===== src/etf_pkg.sv =====
// ----------------------------------------------------------------------------
// etf_pkg: shared definitions for the expression tokenizer
// Token kinds, operator and error codes, character constants and the result
// record that travels from the lexer core to the output queue.
// ----------------------------------------------------------------------------
`default_nettype none

package etf_pkg;

  localparam int POSITION_BITS_DEFAULT = 16;

  // Output queue; the lexer can make two results per request.
  localparam int QUEUE_DEPTH = 4;
  localparam int QUEUE_PTR_BITS = $clog2(QUEUE_DEPTH);

  localparam logic OP_CHAR = 1'b0;
  localparam logic OP_END  = 1'b1;

  localparam logic [3:0] KIND_NUMBER   = 4'd0;
  localparam logic [3:0] KIND_VARIABLE = 4'd1;
  localparam logic [3:0] KIND_FUNCTION = 4'd2;
  localparam logic [3:0] KIND_OPERATOR = 4'd3;
  localparam logic [3:0] KIND_LPAREN   = 4'd4;
  localparam logic [3:0] KIND_RPAREN   = 4'd5;
  localparam logic [3:0] KIND_COMMA    = 4'd6;
  localparam logic [3:0] KIND_END      = 4'd7;
  localparam logic [3:0] KIND_ERROR    = 4'd8;

  localparam logic [1:0] CONST_LITERAL = 2'd0;
  localparam logic [1:0] CONST_PI      = 2'd1;
  localparam logic [1:0] CONST_E       = 2'd2;

  localparam logic [2:0] OPC_PLUS   = 3'd0;
  localparam logic [2:0] OPC_MINUS  = 3'd1;
  localparam logic [2:0] OPC_TIMES  = 3'd2;
  localparam logic [2:0] OPC_DIVIDE = 3'd3;
  localparam logic [2:0] OPC_POWER  = 3'd4;

  localparam logic [1:0] ERR_NONE        = 2'd0;
  localparam logic [1:0] ERR_BAD_NUMBER  = 2'd1;
  localparam logic [1:0] ERR_UNSUPPORTED = 2'd2;
  localparam logic [1:0] ERR_TOO_LONG    = 2'd3;

  localparam logic [7:0] CH_PLUS       = 8'h2B;
  localparam logic [7:0] CH_MINUS      = 8'h2D;
  localparam logic [7:0] CH_STAR       = 8'h2A;
  localparam logic [7:0] CH_SLASH      = 8'h2F;
  localparam logic [7:0] CH_CARET      = 8'h5E;
  localparam logic [7:0] CH_LPAREN     = 8'h28;
  localparam logic [7:0] CH_RPAREN     = 8'h29;
  localparam logic [7:0] CH_COMMA      = 8'h2C;
  localparam logic [7:0] CH_DOT        = 8'h2E;
  localparam logic [7:0] CH_UNDERSCORE = 8'h5F;
  localparam logic [7:0] CH_SPACE      = 8'h20;
  localparam logic [7:0] CH_LOWER_E    = 8'h65;
  localparam logic [7:0] CH_UPPER_E    = 8'h45;
  localparam logic [7:0] CH_LOWER_I    = 8'h69;
  localparam logic [7:0] CH_LOWER_P    = 8'h70;
  localparam logic [7:0] CH_LOWER_X    = 8'h78;

  typedef struct packed {
    logic [3:0]  kind;
    logic [1:0]  named_constant;
    logic [2:0]  operator_code;
    logic [15:0] start_pos;
    logic [15:0] token_length;
    logic [1:0]  error_code;
    logic [7:0]  bad_character;
    logic        last;
  } etf_result_t;

  function automatic etf_result_t make_result(
    input logic [3:0]  kind,
    input logic [1:0]  named_constant,
    input logic [2:0]  operator_code,
    input logic [15:0] start_pos,
    input logic [15:0] token_length,
    input logic [1:0]  error_code,
    input logic [7:0]  bad_character
  );
    etf_result_t r;
    r.kind           = kind;
    r.named_constant = named_constant;
    r.operator_code  = operator_code;
    r.start_pos      = start_pos;
    r.token_length   = token_length;
    r.error_code     = error_code;
    r.bad_character  = bad_character;
    r.last           = 1'b0;
    return r;
  endfunction

endpackage

`default_nettype wire


===== src/expression_tokenizer_fsm.sv =====
// ----------------------------------------------------------------------------
// expression_tokenizer_fsm: streaming lexer for arithmetic expressions
// Turns a character stream into number, name, operator, paren, comma, end
// and error tokens with their start position and length.
// ----------------------------------------------------------------------------
// Usage:
//   The input channel carries one request per character (in_op = 0) and a
//   final request with in_op = 1 to mark the end of an expression. The
//   result channel carries tokens; out_last marks the last token caused by
//   a request. A request causes zero, one or two tokens.
//   Each accepted character is scanned in the cycle it is accepted and its
//   tokens enter a four-entry result queue, so the first token can be seen
//   on the output in the cycle after acceptance. One request is taken per
//   cycle as long as the queue has two free entries; with a receiver that
//   takes a token every cycle the block sustains one character per cycle.
//   Only requests that make two tokens (a delimiter closing a number or
//   name) can add to the queue backlog.
//   When the receiver stalls, queued tokens hold and in_ready drops once
//   fewer than two entries are free. Reset empties the queue and returns
//   the scanner to the idle state at position zero.
// ----------------------------------------------------------------------------
`default_nettype none

module expression_tokenizer_fsm #(
  parameter int POSITION_BITS = etf_pkg::POSITION_BITS_DEFAULT
) (
  input  wire logic        clk,
  input  wire logic        rst_n,
  input  wire logic        in_valid,
  output logic             in_ready,
  input  wire logic        in_op,
  input  wire logic [7:0]  in_character,
  output logic             out_valid,
  input  wire logic        out_ready,
  output logic [3:0]       out_kind,
  output logic [1:0]       out_named_constant,
  output logic [2:0]       out_operator_code,
  output logic [15:0]      out_start_pos,
  output logic [15:0]      out_token_length,
  output logic [1:0]       out_error_code,
  output logic [7:0]       out_bad_character,
  output logic             out_last
);

  logic                 accept;
  logic                 room;
  logic [1:0]           push_cnt;
  etf_pkg::etf_result_t res0, res1, head;

  assign in_ready = room;
  assign accept   = in_valid && room;

  etf_lexer_core #(
    .POSITION_BITS(POSITION_BITS)
  ) u_core (
    .clk      (clk),
    .rst_n    (rst_n),
    .accept   (accept),
    .op       (in_op),
    .character(in_character),
    .res0     (res0),
    .res1     (res1),
    .push_cnt (push_cnt)
  );

  etf_out_queue u_queue (
    .clk      (clk),
    .rst_n    (rst_n),
    .push0    (res0),
    .push1    (res1),
    .push_cnt (push_cnt),
    .room     (room),
    .out_valid(out_valid),
    .out_ready(out_ready),
    .out_res  (head)
  );

  assign out_kind           = head.kind;
  assign out_named_constant = head.named_constant;
  assign out_operator_code  = head.operator_code;
  assign out_start_pos      = head.start_pos;
  assign out_token_length   = head.token_length;
  assign out_error_code     = head.error_code;
  assign out_bad_character  = head.bad_character;
  assign out_last           = head.last;

endmodule

`default_nettype wire


===== src/etf_lexer_core.sv =====
// ----------------------------------------------------------------------------
// etf_lexer_core: per-character scanning state machine
// Holds the scan state and position and, for each accepted request, works
// out in one step the next state and up to two results.
// ----------------------------------------------------------------------------
`default_nettype none

module etf_lexer_core #(
  parameter int POSITION_BITS = etf_pkg::POSITION_BITS_DEFAULT
) (
  input  wire logic                clk,
  input  wire logic                rst_n,
  input  wire logic                accept,
  input  wire logic                op,
  input  wire logic [7:0]          character,
  output etf_pkg::etf_result_t     res0,
  output etf_pkg::etf_result_t     res1,
  output logic [1:0]               push_cnt
);

  typedef enum logic [1:0] {
    MODE_IDLE,
    MODE_NUMBER,
    MODE_IDENT,
    MODE_ERROR
  } mode_t;

  localparam logic [2:0] NM_NONE = 3'd0;
  localparam logic [2:0] NM_X    = 3'd1;
  localparam logic [2:0] NM_P    = 3'd2;
  localparam logic [2:0] NM_PI   = 3'd3;
  localparam logic [2:0] NM_E    = 3'd4;

  localparam int XW = (POSITION_BITS > 16) ? POSITION_BITS : 16;

  mode_t                    mode_r, mode_nxt;
  logic                     seen_dot_r, seen_dot_nxt;
  logic                     seen_exp_r, seen_exp_nxt;
  logic                     seen_mant_r, seen_mant_nxt;
  logic                     sign_ok_r, sign_ok_nxt;
  logic [2:0]               name_match_r, name_match_nxt;
  logic [POSITION_BITS-1:0] pos_r, pos_nxt;
  logic [POSITION_BITS-1:0] tok_start_r, tok_start_nxt;

  logic [POSITION_BITS-1:0] tok_len;
  logic [XW-1:0]            pos_x, start_x, len_x;
  logic [15:0]              pos16, start16, len16;

  logic is_digit, is_alpha, is_space;
  logic num_cont, ident_cont;
  logic pend_valid, pend_bad;
  etf_pkg::etf_result_t pend_res;
  etf_pkg::etf_result_t res [2];
  logic [1:0] cnt;
  logic       dispatch;

  assign is_digit = (character inside {[8'h30:8'h39]});
  assign is_alpha = (character inside {[8'h41:8'h5A], [8'h61:8'h7A]});
  assign is_space = (character == etf_pkg::CH_SPACE) || (character inside {[8'h09:8'h0D]});

  assign tok_len = pos_r - tok_start_r;
  assign pos_x   = XW'(pos_r);
  assign start_x = XW'(tok_start_r);
  assign len_x   = XW'(tok_len);
  assign pos16   = pos_x[15:0];
  assign start16 = start_x[15:0];
  assign len16   = len_x[15:0];

  // Whether the current character extends the token in progress.
  assign num_cont = is_digit
                 || ((character == etf_pkg::CH_DOT) && !seen_dot_r && !seen_exp_r)
                 || (((character == etf_pkg::CH_LOWER_E) || (character == etf_pkg::CH_UPPER_E))
                     && !seen_exp_r)
                 || (((character == etf_pkg::CH_PLUS) || (character == etf_pkg::CH_MINUS))
                     && sign_ok_r);
  assign ident_cont = is_alpha || is_digit || (character == etf_pkg::CH_UNDERSCORE);

  // The token that a closing character or the end marker would emit.
  always_comb begin
    pend_valid = (mode_r == MODE_NUMBER) || (mode_r == MODE_IDENT);
    pend_bad   = (mode_r == MODE_NUMBER) && !seen_mant_r;
    pend_res   = etf_pkg::make_result(etf_pkg::KIND_FUNCTION, etf_pkg::CONST_LITERAL,
                                      etf_pkg::OPC_PLUS, start16, len16,
                                      etf_pkg::ERR_NONE, 8'h00);
    if (mode_r == MODE_NUMBER) begin
      if (!seen_mant_r) begin
        pend_res.kind       = etf_pkg::KIND_ERROR;
        pend_res.error_code = etf_pkg::ERR_BAD_NUMBER;
      end else begin
        pend_res.kind = etf_pkg::KIND_NUMBER;
      end
    end else begin
      case (name_match_r)
        NM_X:    pend_res.kind = etf_pkg::KIND_VARIABLE;
        NM_PI: begin
          pend_res.kind           = etf_pkg::KIND_NUMBER;
          pend_res.named_constant = etf_pkg::CONST_PI;
        end
        NM_E: begin
          pend_res.kind           = etf_pkg::KIND_NUMBER;
          pend_res.named_constant = etf_pkg::CONST_E;
        end
        default: pend_res.kind = etf_pkg::KIND_FUNCTION;
      endcase
    end
  end

  always_comb begin
    mode_nxt       = mode_r;
    seen_dot_nxt   = seen_dot_r;
    seen_exp_nxt   = seen_exp_r;
    seen_mant_nxt  = seen_mant_r;
    sign_ok_nxt    = sign_ok_r;
    name_match_nxt = name_match_r;
    pos_nxt        = pos_r;
    tok_start_nxt  = tok_start_r;
    res[0]         = '0;
    res[1]         = '0;
    cnt            = 2'd0;
    dispatch       = 1'b0;

    if (accept) begin
      if (op == etf_pkg::OP_END) begin
        if (mode_r != MODE_ERROR) begin
          if (pend_valid) begin
            res[0] = pend_res;
            cnt    = 2'd1;
          end
          if (!pend_bad) begin
            res[cnt[0]] = etf_pkg::make_result(etf_pkg::KIND_END, etf_pkg::CONST_LITERAL,
                                               etf_pkg::OPC_PLUS, pos16, 16'd0,
                                               etf_pkg::ERR_NONE, 8'h00);
            cnt = cnt + 2'd1;
          end
        end
        mode_nxt       = MODE_IDLE;
        seen_dot_nxt   = 1'b0;
        seen_exp_nxt   = 1'b0;
        seen_mant_nxt  = 1'b0;
        sign_ok_nxt    = 1'b0;
        name_match_nxt = NM_NONE;
        pos_nxt        = '0;
        tok_start_nxt  = '0;
      end else if (mode_r != MODE_ERROR) begin
        if (&pos_r) begin
          res[0]   = etf_pkg::make_result(etf_pkg::KIND_ERROR, etf_pkg::CONST_LITERAL,
                                          etf_pkg::OPC_PLUS, pos16, 16'd0,
                                          etf_pkg::ERR_TOO_LONG, 8'h00);
          cnt      = 2'd1;
          mode_nxt = MODE_ERROR;
        end else begin
          dispatch = 1'b1;
          pos_nxt  = pos_r + 1'b1;
          if ((mode_r == MODE_NUMBER) && num_cont) begin
            dispatch    = 1'b0;
            sign_ok_nxt = 1'b0;
            if (is_digit) begin
              if (!seen_exp_r) begin
                seen_mant_nxt = 1'b1;
              end
            end else if (character == etf_pkg::CH_DOT) begin
              seen_dot_nxt = 1'b1;
            end else if ((character == etf_pkg::CH_LOWER_E)
                         || (character == etf_pkg::CH_UPPER_E)) begin
              seen_exp_nxt = 1'b1;
              sign_ok_nxt  = 1'b1;
            end
          end else if ((mode_r == MODE_IDENT) && ident_cont) begin
            dispatch       = 1'b0;
            name_match_nxt = ((name_match_r == NM_P) && (character == etf_pkg::CH_LOWER_I))
                             ? NM_PI : NM_NONE;
          end else if (pend_valid) begin
            res[0] = pend_res;
            cnt    = 2'd1;
            if (pend_bad) begin
              // An invalid number swallows its closing character.
              dispatch = 1'b0;
              mode_nxt = MODE_ERROR;
              pos_nxt  = pos_r;
            end
          end

          if (dispatch) begin
            mode_nxt       = MODE_IDLE;
            seen_dot_nxt   = 1'b0;
            seen_exp_nxt   = 1'b0;
            seen_mant_nxt  = 1'b0;
            sign_ok_nxt    = 1'b0;
            name_match_nxt = NM_NONE;
            if (is_space) begin
              mode_nxt = MODE_IDLE;
            end else if (is_digit || (character == etf_pkg::CH_DOT)) begin
              mode_nxt      = MODE_NUMBER;
              seen_dot_nxt  = (character == etf_pkg::CH_DOT);
              seen_mant_nxt = is_digit;
              tok_start_nxt = pos_r;
            end else if (is_alpha) begin
              mode_nxt      = MODE_IDENT;
              tok_start_nxt = pos_r;
              case (character)
                etf_pkg::CH_LOWER_X: name_match_nxt = NM_X;
                etf_pkg::CH_LOWER_P: name_match_nxt = NM_P;
                etf_pkg::CH_LOWER_E: name_match_nxt = NM_E;
                default:             name_match_nxt = NM_NONE;
              endcase
            end else begin
              res[cnt[0]] = etf_pkg::make_result(etf_pkg::KIND_OPERATOR, etf_pkg::CONST_LITERAL,
                                                 etf_pkg::OPC_PLUS, pos16, 16'd1,
                                                 etf_pkg::ERR_NONE, 8'h00);
              cnt = cnt + 2'd1;
              case (character)
                etf_pkg::CH_PLUS:   res[cnt[0] ^ 1'b1].operator_code = etf_pkg::OPC_PLUS;
                etf_pkg::CH_MINUS:  res[cnt[0] ^ 1'b1].operator_code = etf_pkg::OPC_MINUS;
                etf_pkg::CH_STAR:   res[cnt[0] ^ 1'b1].operator_code = etf_pkg::OPC_TIMES;
                etf_pkg::CH_SLASH:  res[cnt[0] ^ 1'b1].operator_code = etf_pkg::OPC_DIVIDE;
                etf_pkg::CH_CARET:  res[cnt[0] ^ 1'b1].operator_code = etf_pkg::OPC_POWER;
                etf_pkg::CH_LPAREN: res[cnt[0] ^ 1'b1].kind = etf_pkg::KIND_LPAREN;
                etf_pkg::CH_RPAREN: res[cnt[0] ^ 1'b1].kind = etf_pkg::KIND_RPAREN;
                etf_pkg::CH_COMMA:  res[cnt[0] ^ 1'b1].kind = etf_pkg::KIND_COMMA;
                default: begin
                  res[cnt[0] ^ 1'b1].kind          = etf_pkg::KIND_ERROR;
                  res[cnt[0] ^ 1'b1].error_code    = etf_pkg::ERR_UNSUPPORTED;
                  res[cnt[0] ^ 1'b1].bad_character = character;
                  mode_nxt = MODE_ERROR;
                end
              endcase
            end
          end
        end
      end
    end

    if (cnt != 2'd0) begin
      res[cnt[0] ^ 1'b1].last = 1'b1;
    end
  end

  // cnt is 1 or 2 when nonzero, so slot (cnt[0] ^ 1) is the last one written.
  assign res0     = res[0];
  assign res1     = res[1];
  assign push_cnt = cnt;

  always_ff @(posedge clk) begin
    if (!rst_n) begin
      mode_r       <= MODE_IDLE;
      seen_dot_r   <= 1'b0;
      seen_exp_r   <= 1'b0;
      seen_mant_r  <= 1'b0;
      sign_ok_r    <= 1'b0;
      name_match_r <= NM_NONE;
      pos_r        <= '0;
      tok_start_r  <= '0;
    end else begin
      mode_r       <= mode_nxt;
      seen_dot_r   <= seen_dot_nxt;
      seen_exp_r   <= seen_exp_nxt;
      seen_mant_r  <= seen_mant_nxt;
      sign_ok_r    <= sign_ok_nxt;
      name_match_r <= name_match_nxt;
      pos_r        <= pos_nxt;
      tok_start_r  <= tok_start_nxt;
    end
  end

endmodule

`default_nettype wire


===== src/etf_out_queue.sv =====
// ----------------------------------------------------------------------------
// etf_out_queue: result queue between the lexer core and the output channel
// Takes zero, one or two results per cycle and hands them out one at a time.
// ----------------------------------------------------------------------------
`default_nettype none

module etf_out_queue (
  input  wire logic                 clk,
  input  wire logic                 rst_n,
  input  wire etf_pkg::etf_result_t push0,
  input  wire etf_pkg::etf_result_t push1,
  input  wire logic [1:0]           push_cnt,
  output logic                      room,
  output logic                      out_valid,
  input  wire logic                 out_ready,
  output etf_pkg::etf_result_t      out_res
);

  localparam int PW = etf_pkg::QUEUE_PTR_BITS;

  etf_pkg::etf_result_t entry_r [etf_pkg::QUEUE_DEPTH];
  logic [PW-1:0] wr_ptr_r, wr_ptr_nxt;
  logic [PW-1:0] rd_ptr_r, rd_ptr_nxt;
  logic [PW:0]   count_r, count_nxt;
  logic          pop;
  logic [PW-1:0] wr_ptr_p1;

  // Two free entries are needed because one request can make two results.
  assign room      = (count_r <= (PW+1)'(etf_pkg::QUEUE_DEPTH - 2));
  assign out_valid = (count_r != '0);
  assign out_res   = entry_r[rd_ptr_r];
  assign pop       = out_valid && out_ready;
  assign wr_ptr_p1 = wr_ptr_r + 1'b1;

  always_comb begin
    wr_ptr_nxt = wr_ptr_r + PW'(push_cnt);
    rd_ptr_nxt = pop ? rd_ptr_r + 1'b1 : rd_ptr_r;
    count_nxt  = count_r + (PW+1)'(push_cnt) - (PW+1)'(pop);
  end

  always_ff @(posedge clk) begin
    if (!rst_n) begin
      wr_ptr_r <= '0;
      rd_ptr_r <= '0;
      count_r  <= '0;
    end else begin
      wr_ptr_r <= wr_ptr_nxt;
      rd_ptr_r <= rd_ptr_nxt;
      count_r  <= count_nxt;
    end
  end

  always_ff @(posedge clk) begin
    if (push_cnt != 2'd0) begin
      entry_r[wr_ptr_r] <= push0;
    end
    if (push_cnt == 2'd2) begin
      entry_r[wr_ptr_p1] <= push1;
    end
  end

endmodule

`default_nettype wire


===== config.mk =====
export PLATFORM = sky130hd
export DESIGN_NAME = expression_tokenizer_fsm
export DESIGN_NICKNAME = d
export VERILOG_FILES = /design/src/etf_pkg.sv /design/src/expression_tokenizer_fsm.sv /design/src/etf_lexer_core.sv /design/src/etf_out_queue.sv
export SDC_FILE = /design/constraint.sdc
export NUM_CORES = 1
export LEC_CHECK = 0
export ABC_AREA = 1
export BUFFER_PORTS_ARGS = -buffer_cell sky130_fd_sc_hd__buf_2
export CAP_MARGIN = 20
export CORE_UTILIZATION = 45
export CTS_BUF_LIST = sky130_fd_sc_hd__clkbuf_2
export CTS_CLUSTER_DIAMETER = 50
export CTS_CLUSTER_SIZE = 14
export DETAILED_ROUTE_END_ITERATION = 12
export GPL_TIMING_DRIVEN = 0
export PLACE_DENSITY_LB_ADDON = 0.08
export SETUP_SLACK_MARGIN = 0.02
export SYNTH_ARGS = -nofsm -noshare
export SYNTH_HDL_FRONTEND = slang
export SYNTH_SLANG_ARGS = --single-unit

===== constraint.sdc =====
create_clock -name clk -period 7.6 [get_ports clk]
set_clock_uncertainty 0.05 [all_clocks]
set_input_delay 0 -clock clk [delete_from_list [all_inputs] [get_ports clk]]
set_output_delay 0 -clock clk [all_outputs]
set_load 0.03 [all_outputs]

Word level (Yosys, flattened, before mapping). Memory sizes are Yosys's and may differ from the RTL's. A register that Yosys moved wholly into a read port is not among the register bits. Index checks and enable logic that the tools add are counted.

Memory bits (read-only): 0. Input bits: 13. Word-level logic and storage cells: 295. Memory bits (writable): 208. Latch bits: 0. Memories: 1. Register bits after elaboration: 48. Output and inout bits: 54.

Memories: u_queue.entry_r (depth 4, bits a word 52, read ports 1, clocked after memory_dff 1, write ports 2, line etf_out_queue.sv:21) `etf_pkg::etf_result_t entry_r [etf_pkg::QUEUE_DEPTH];`.

$mul: 0. Reduce and logical (&&, ||, !) cells: 55. Magnitude comparators: 17. $add $sub $neg: 9. Shift operators: 0. Bitwise logic cells: 6. Div/mod/pow operators: 0. Mux-type cells: 163. Equal/unequal tests: 33.

Operators by type and width (count): $bwmux 104 (14); $mux 104 (10); $pmux 104 s8 (1); $mux 52 (15); $demux 52 s1 (7); $mux 16 (14); $eq 8x6->1 const B (9); $mux 2 (35); $eq 8x7->1 const B (7); $mux 1 (50); $mux 46 (1); $mux 3 (9); $reduce_and 6->1 (4); $reduce_bool 3->1 (7); $logic_and 1x1->1 (18); $add 16x1->16 const B (1); $ge 8x7->1 const B (2); $le 8x7->1 const B (2); $reduce_and 16->1 (1); $sub 16x16->16 (1); $mux 11 (1); $logic_or 1x1->1 (10); $mux 9 (1); $ne 3x3->1 const B (3); other kinds (33) (60).

Depth between registers and ports, before layout.
Depth in word-level cells: 33. Depth in mapped cells: 23. Mapped depth without buffers: 22.

By module. From an unflattened synthesis, not the netlist that was laid out.

Cells, all modules: 1947. Area total of the unflattened synthesis: 15422.3 um^2.

By module, submodules not included: etf_out_queue (seq. area each 6426.2 um^2, times used 1, area an instance 10490.1 um^2, cells each 1089); etf_lexer_core (seq. area each 820.8 um^2, times used 1, area an instance 4924.7 um^2, cells each 856); expression_tokenizer_fsm (seq. area each 0.0 um^2, times used 1, area an instance 7.5 um^2, cells each 2).

Worst setup path after synthesis. No wires, ideal clock.

Path type: register to register. Start: reg u_core.mode_r[0]. End: mem u_queue.entry_r[3][0] (netlist bit), enable pin. Setup time: 0.411 ns. Required time: 7.139 ns. Clock period less this slack: 3.877 ns. Slack: 3.723 ns. Arrival time: 3.416 ns. Cell stages (with the launch flop): 17. Buffers on the path: 1. Path through: dfxtp_1 inv_1 ha_1 or2_2 nand2_1 nand2_1 inv_2 ha_1 inv_1 nor2_1 nand3_1 a21oi_4 buf_2 inv_1 nand2_1 nand2_1 nand2_1.

RTL lines: start, declared (line etf_lexer_core.sv:36) `mode_t mode_r, mode_nxt;`; start signal, assigned (line etf_lexer_core.sv:254) `mode_r <= mode_nxt;`; end, declared (line etf_out_queue.sv:21).

Final worst setup path.
Start: in in_character[7]. End: reg u_queue.count_r[2].

Cells in the longest elaborated chain, start to end: 23. Elaborated cells between the ends (all ways): 58. Those cells by class: add/sub: 3; order compare: 8; eq/ne: 7; mux: 20; reduce/logical: 20.

Ends and longest elaborated chain: start, declared (line expression_tokenizer_fsm.sv:32) `input wire logic [7:0] in_character,`; $ge 8x7->1 (tied with other cells) (line etf_lexer_core.sv:58) `assign is_alpha = (character inside {[8'h41:8'h5A], [8'h61:8'h7A]});`; $logic_and 1x1->1 (on tied branches) (line etf_lexer_core.sv:58, etf_lexer_core.sv:71); $reduce_bool 2->1 or $logic_and 1x1->1 (tied branches) (line etf_lexer_core.sv:58, etf_lexer_core.sv:71); $logic_or 1x1->1 (on tied branches) (line etf_lexer_core.sv:76, etf_lexer_core.sv:71); $logic_or 1x1->1 (on tied branches) (line etf_lexer_core.sv:76, etf_lexer_core.sv:72); $logic_and 1x1->1 or $logic_or 1x1->1 (tied branches) (line etf_lexer_core.sv:168, etf_lexer_core.sv:74); $mux 2 or $logic_and 1x1->1 (tied branches) (line etf_lexer_core.sv:168, etf_lexer_core.sv:154); $mux 2 (line etf_lexer_core.sv:154) `if ((mode_r == MODE_NUMBER) && num_cont) begin`; [7 not listed]; $mux 2 (line etf_lexer_core.sv:190) `if (is_space) begin`; $mux 2 * (line etf_lexer_core.sv:183) `if (dispatch) begin`; $mux 2 * (line etf_lexer_core.sv:145) `if (&pos_r) begin`; $mux 2 * (line etf_lexer_core.sv:144) `end else if (mode_r != MODE_ERROR) begin`; $mux 2 * (line etf_lexer_core.sv:123) `if (op == etf_pkg::OP_END) begin`; $mux 2 * (line etf_lexer_core.sv:122) `if (accept) begin`; $add 3x2->3 * (line etf_out_queue.sv:38) `count_nxt = count_r + (PW+1)'(push_cnt) - (PW+1)'(pop);`; $sub 3x1->3 * (line etf_out_queue.sv:38); end signal, assigned (line etf_out_queue.sv:49) `count_r <= count_nxt;`; end, declared (line etf_out_queue.sv:24) `logic [PW:0] count_r, count_nxt;`.

Every way passes the cells marked *; elsewhere a longest branch is shown, timed or not. The select of a mux whose other input is x is not followed. A chain may end at the register's enable or synchronous reset.

==> summary.txt <==
Flow run
  • Max cap viols: 0

Clock network
  • CTS tree: yes
  • Sink Count: 258
  • CTS Buf Count: 34
  • Clk_lat worst skew: 0.88 ns
  • Root Buffer: clkbuf_2
  • H-tree depth: 2
  • Post-CTS Setup Inserts: 0
  • Maximum buffer depth of the clock tree: 3
  • Clock transition at the registers of the reported paths: between 0.2 and 0.3 ns

Yosys
  • Main synth FF type: edfxtp_1
  • Commonest cells in the netlist: nand2_1 (509), edfxtp_1 (208), nor2_1 (194)
  • Syn nets: about 2000
  • Most frequent cell after synthesis: nand2_1
  • Top-area cell type share of the netlist area: between 40% and 50%
  • Avg Synthesized Cell Area: a little under 8 µm²
  • Top cells by area, synth: edfxtp_1 (41%), nand2_1 (12%), dfxtp_1 (6.5%)
  • Cell area after synthesis: about 15000 µm²
  • Number of synthesized flops with an enable pin: around 210
  • Sequential area share after synthesis: 47.1%
  • Post-synthesis cell type count: 46
  • FFs w/ async S/R, synth: 0%
  • Synth warn: 0
  • Flops & latches, synth: 258
  • Post-Synthesis Cells: 1968
  • Yosys top cell by area: edfxtp_1

Setup path
  • CP most frequent cell: nand2_1
  • Worst path max stage delay: roughly 0.63 ns
  • Worst-path fanout max: 10
  • Crit path max-delay family: buffers and inverters
  • Crit path buf inv count: 11
  • Slowest stage cell, crit path: dlygate4sd3_1
  • CP startpoint kind: input port
  • Flop-to-flop setup slack: between 3 and 4 ns
  • Required @ worst endpoint: between 8 and 9 ns
  • CP Class: input port to flop
  • Crit. End Element: flop
  • Crit path arrival time: a little under 6 ns

Layout
  • Final nets: ~2100
  • Layout area overhead: 10.6%
  • Multi-input logic area: around 7000 µm²
  • Non-filler cells, final: 2572
  • Layout cells sized above 1: around 10%
  • Sequential cell area: 7250 µm²
  • Layout fillers: between 3000 and 4000

GRT
  • Vias in the first global route: 14100
  • GRT overflow: 0
  • Initial antenna violation count: 1
  • First-pass GRT wire length: between 80000 and 90000 µm
  • Global Route Usage Sum: roughly a third
  • Pin count of the biggest net entering global routing: 53

Die
  • Starting Density: 45.8%
  • Die X: 187 µm
  • IO Pins: between 60 and 70
  • Die H: around 190 µm
  • CORE AREA: 33600 µm²
  • Core Rows: between 60 and 70
  • DIE AREA: around 35000 µm²

STA
  • Setup tns final: 0 ns
  • Fmax: between 150 and 200 MHz
  • Relative slew slack: a little over a fifth
  • Fin. Hold Viols: 0
  • Count of pins over their slew limit: 0
  • Final period utilization: just under 70%
  • Worst-Margin Slew: around 1.2 ns
  • Final Critical Period: 5.18 ns
  • RSZ-0062 raised after global routing: no
  • Final Setup Violations: 0

Routing
  • Total Wirelength: 57400 µm
  • Drt first pass iters: 8
  • Routed vias: 15000
  • Vias/cell: 5.84
  • Detail Route Antenna Nets: 0
  • Remaining DRCs: 0
  • First-iteration detailed-routing DRC count: 1845
  • Wire per inst: about 22 µm

Power
  • Pwr/cell area: between 300 and 400 nW/µm²
  • Combinational share of power: a little under half
  • Share of power burned in registers: between 30% and 40%
  • Pint: approximately 2.8 mW
  • Clock share of power: 15.1%
  • NetSw: between 2 and 3 mW
  • Leakage: approximately 7.5 nW
  • Tot Pwr: around 5.4 mW
  • Max IR drop VDD: approximately 0.22 mV
  • Net Sw Frac: between 40% and 50%

Worst hold path
  • Hold Crit Class: input port to flop

Run status
  • Outcome: finished, final reports clean

Placement
  • DP HPWL: 40900 µm
  • Placed insts: 2482
  • Buffers on Ports: 65
  • GP Congestion: ~0.98
power by group through the flow:
stage	logic (mW)	registers, mW	clock network, mW
final	2.53	2.03	0.812
after CTS	2.48	2.03	0.823
after global placement	2.44	2.08	0
after global routing	2.71	2.05	0.870
after detailed placement	2.46	2.06	0
after floorplan	1.64	2.02	0
cells by family after synthesis:
kind of cell / count (synthesis) / share of synthesized area (%)
flops: 258 / 47.1
buf+inv: 329 / 8.60
fa+ha+maj: 27 / 2.29
xor+xnor: 19 / 1.08
simple gates: 978 / 27.9
compound gates: 357 / 13.1
repair_timing:
| action | CTS | global route |
|---|---|---|
| hold buffers | 29 | 0 |
| endpoints found under the hold margin | 89 | 0 |
| gates resized for setup | 0 | 0 |
worst register-to-register path: stages, from the launching register on:
cell     delay (ns)
dfxtp_1        0.37
inv_1          0.10
ha_1           0.25
inv_1          0.14
or2_2          0.29
nand2_1        0.13
nand2_1        0.13
inv_2          0.10
ha_1           0.14
inv_1          0.04
nor2_1         0.09
nand3_1        0.12
a21oi_4        0.33
buf_2          0.39
inv_1          0.18
nand2_1        0.15
nand2_1        0.10
nand2_4        0.62
flip-flops by register name (all words and copies together) (netlist names), 2 cells and up, named ones only:
signal and flops:
u_core.start16 16, u_queue.entry_r 208, u_core.name_match_r 3, u_core.mode_r 2
u_queue.wr_ptr_r 2, u_queue.count_r 3, u_queue.rd_ptr_r 2, u_core.pos16 16
cell usage in the layout (no fill, tap or decap), types with 11 or more instances in the layout:
master           n
edfxtp_1       208
xor2_1          13
buf_4           11
clkbuf_2        38
ha_1            25
clkbuf_1        79
nor3_1          31
nor2_2          15
nand3_1         51
o211ai_1        13
a21oi_1         97
a31oi_1         12
nand4_1        152
o22ai_1         54
o21ai_0        146
nand2_1        505
a211oi_1        16
dfxtp_1         50
buf_2          106
dlygate4sd3_1   29
inv_1          193
nor2_1         194
through the flow:
| stage | hold slack [ns] | worst slack, ns | cell area (µm²) | utilization (%) |
|---|---|---|---|---|
| after global routing | 0.267 | 2.28 | 17000 | 50.7 |
| after global placement | 0.325 | 2.05 | 16300 | 48.5 |
| after CTS | 0.171 | 2.63 | 17000 | 50.6 |
| after floorplan | 0.0884 | 3.72 | 15400 | - |
| final | 0.236 | 2.42 | 17000 | 50.7 |
| after detailed placement | 0.326 | 3.51 | 16300 | 48.6 |
path summary, 6_finish.rpt:
| kind | cells past startpoint | from | to |
|---|---|---|---|
| worst min-delay path | 5 | in_valid | u_core.pos16[3] |
| worst max-delay path | 26 | in_character[7] | u_queue.count_r[2] |
| worst max register to register | 17 | u_core.mode_r[1] | u_queue.entry_r[1][48] |
| worst min register to register | 2 | u_core.seen_dot_r | u_core.seen_dot_r |
area by class of cell:
type                            count  share of cell area [%]
Tap cell                          448                    3.29
Clock buffer                       38                    1.12
Multi-Input combinational cell   1381                    40.3
Inverter                          199                    4.39
Sequential cell                   258                    42.5
Timing Repair Buffer               96                    3.67
Buffer                            130                    3.39
Antenna cell                        1                  0.0147
Clock inverter                     21                    1.30
routing by layer:
metal | wire length [µm] | vias to the layer above | share of wire, % | GRT usage (%)
li1 | - | 7024 | - | -
met1 | 24000 | 7085 | 42 | 44.5
met2 | 25900 | 804 | 45 | 51.8
met3 | 5930 | 113 | 10 | 7.04
met4 | 1630 | 0 | 2.8 | 10.0
met5 | 0 | - | 0 | 0
(Power assumes the default switching activity.)
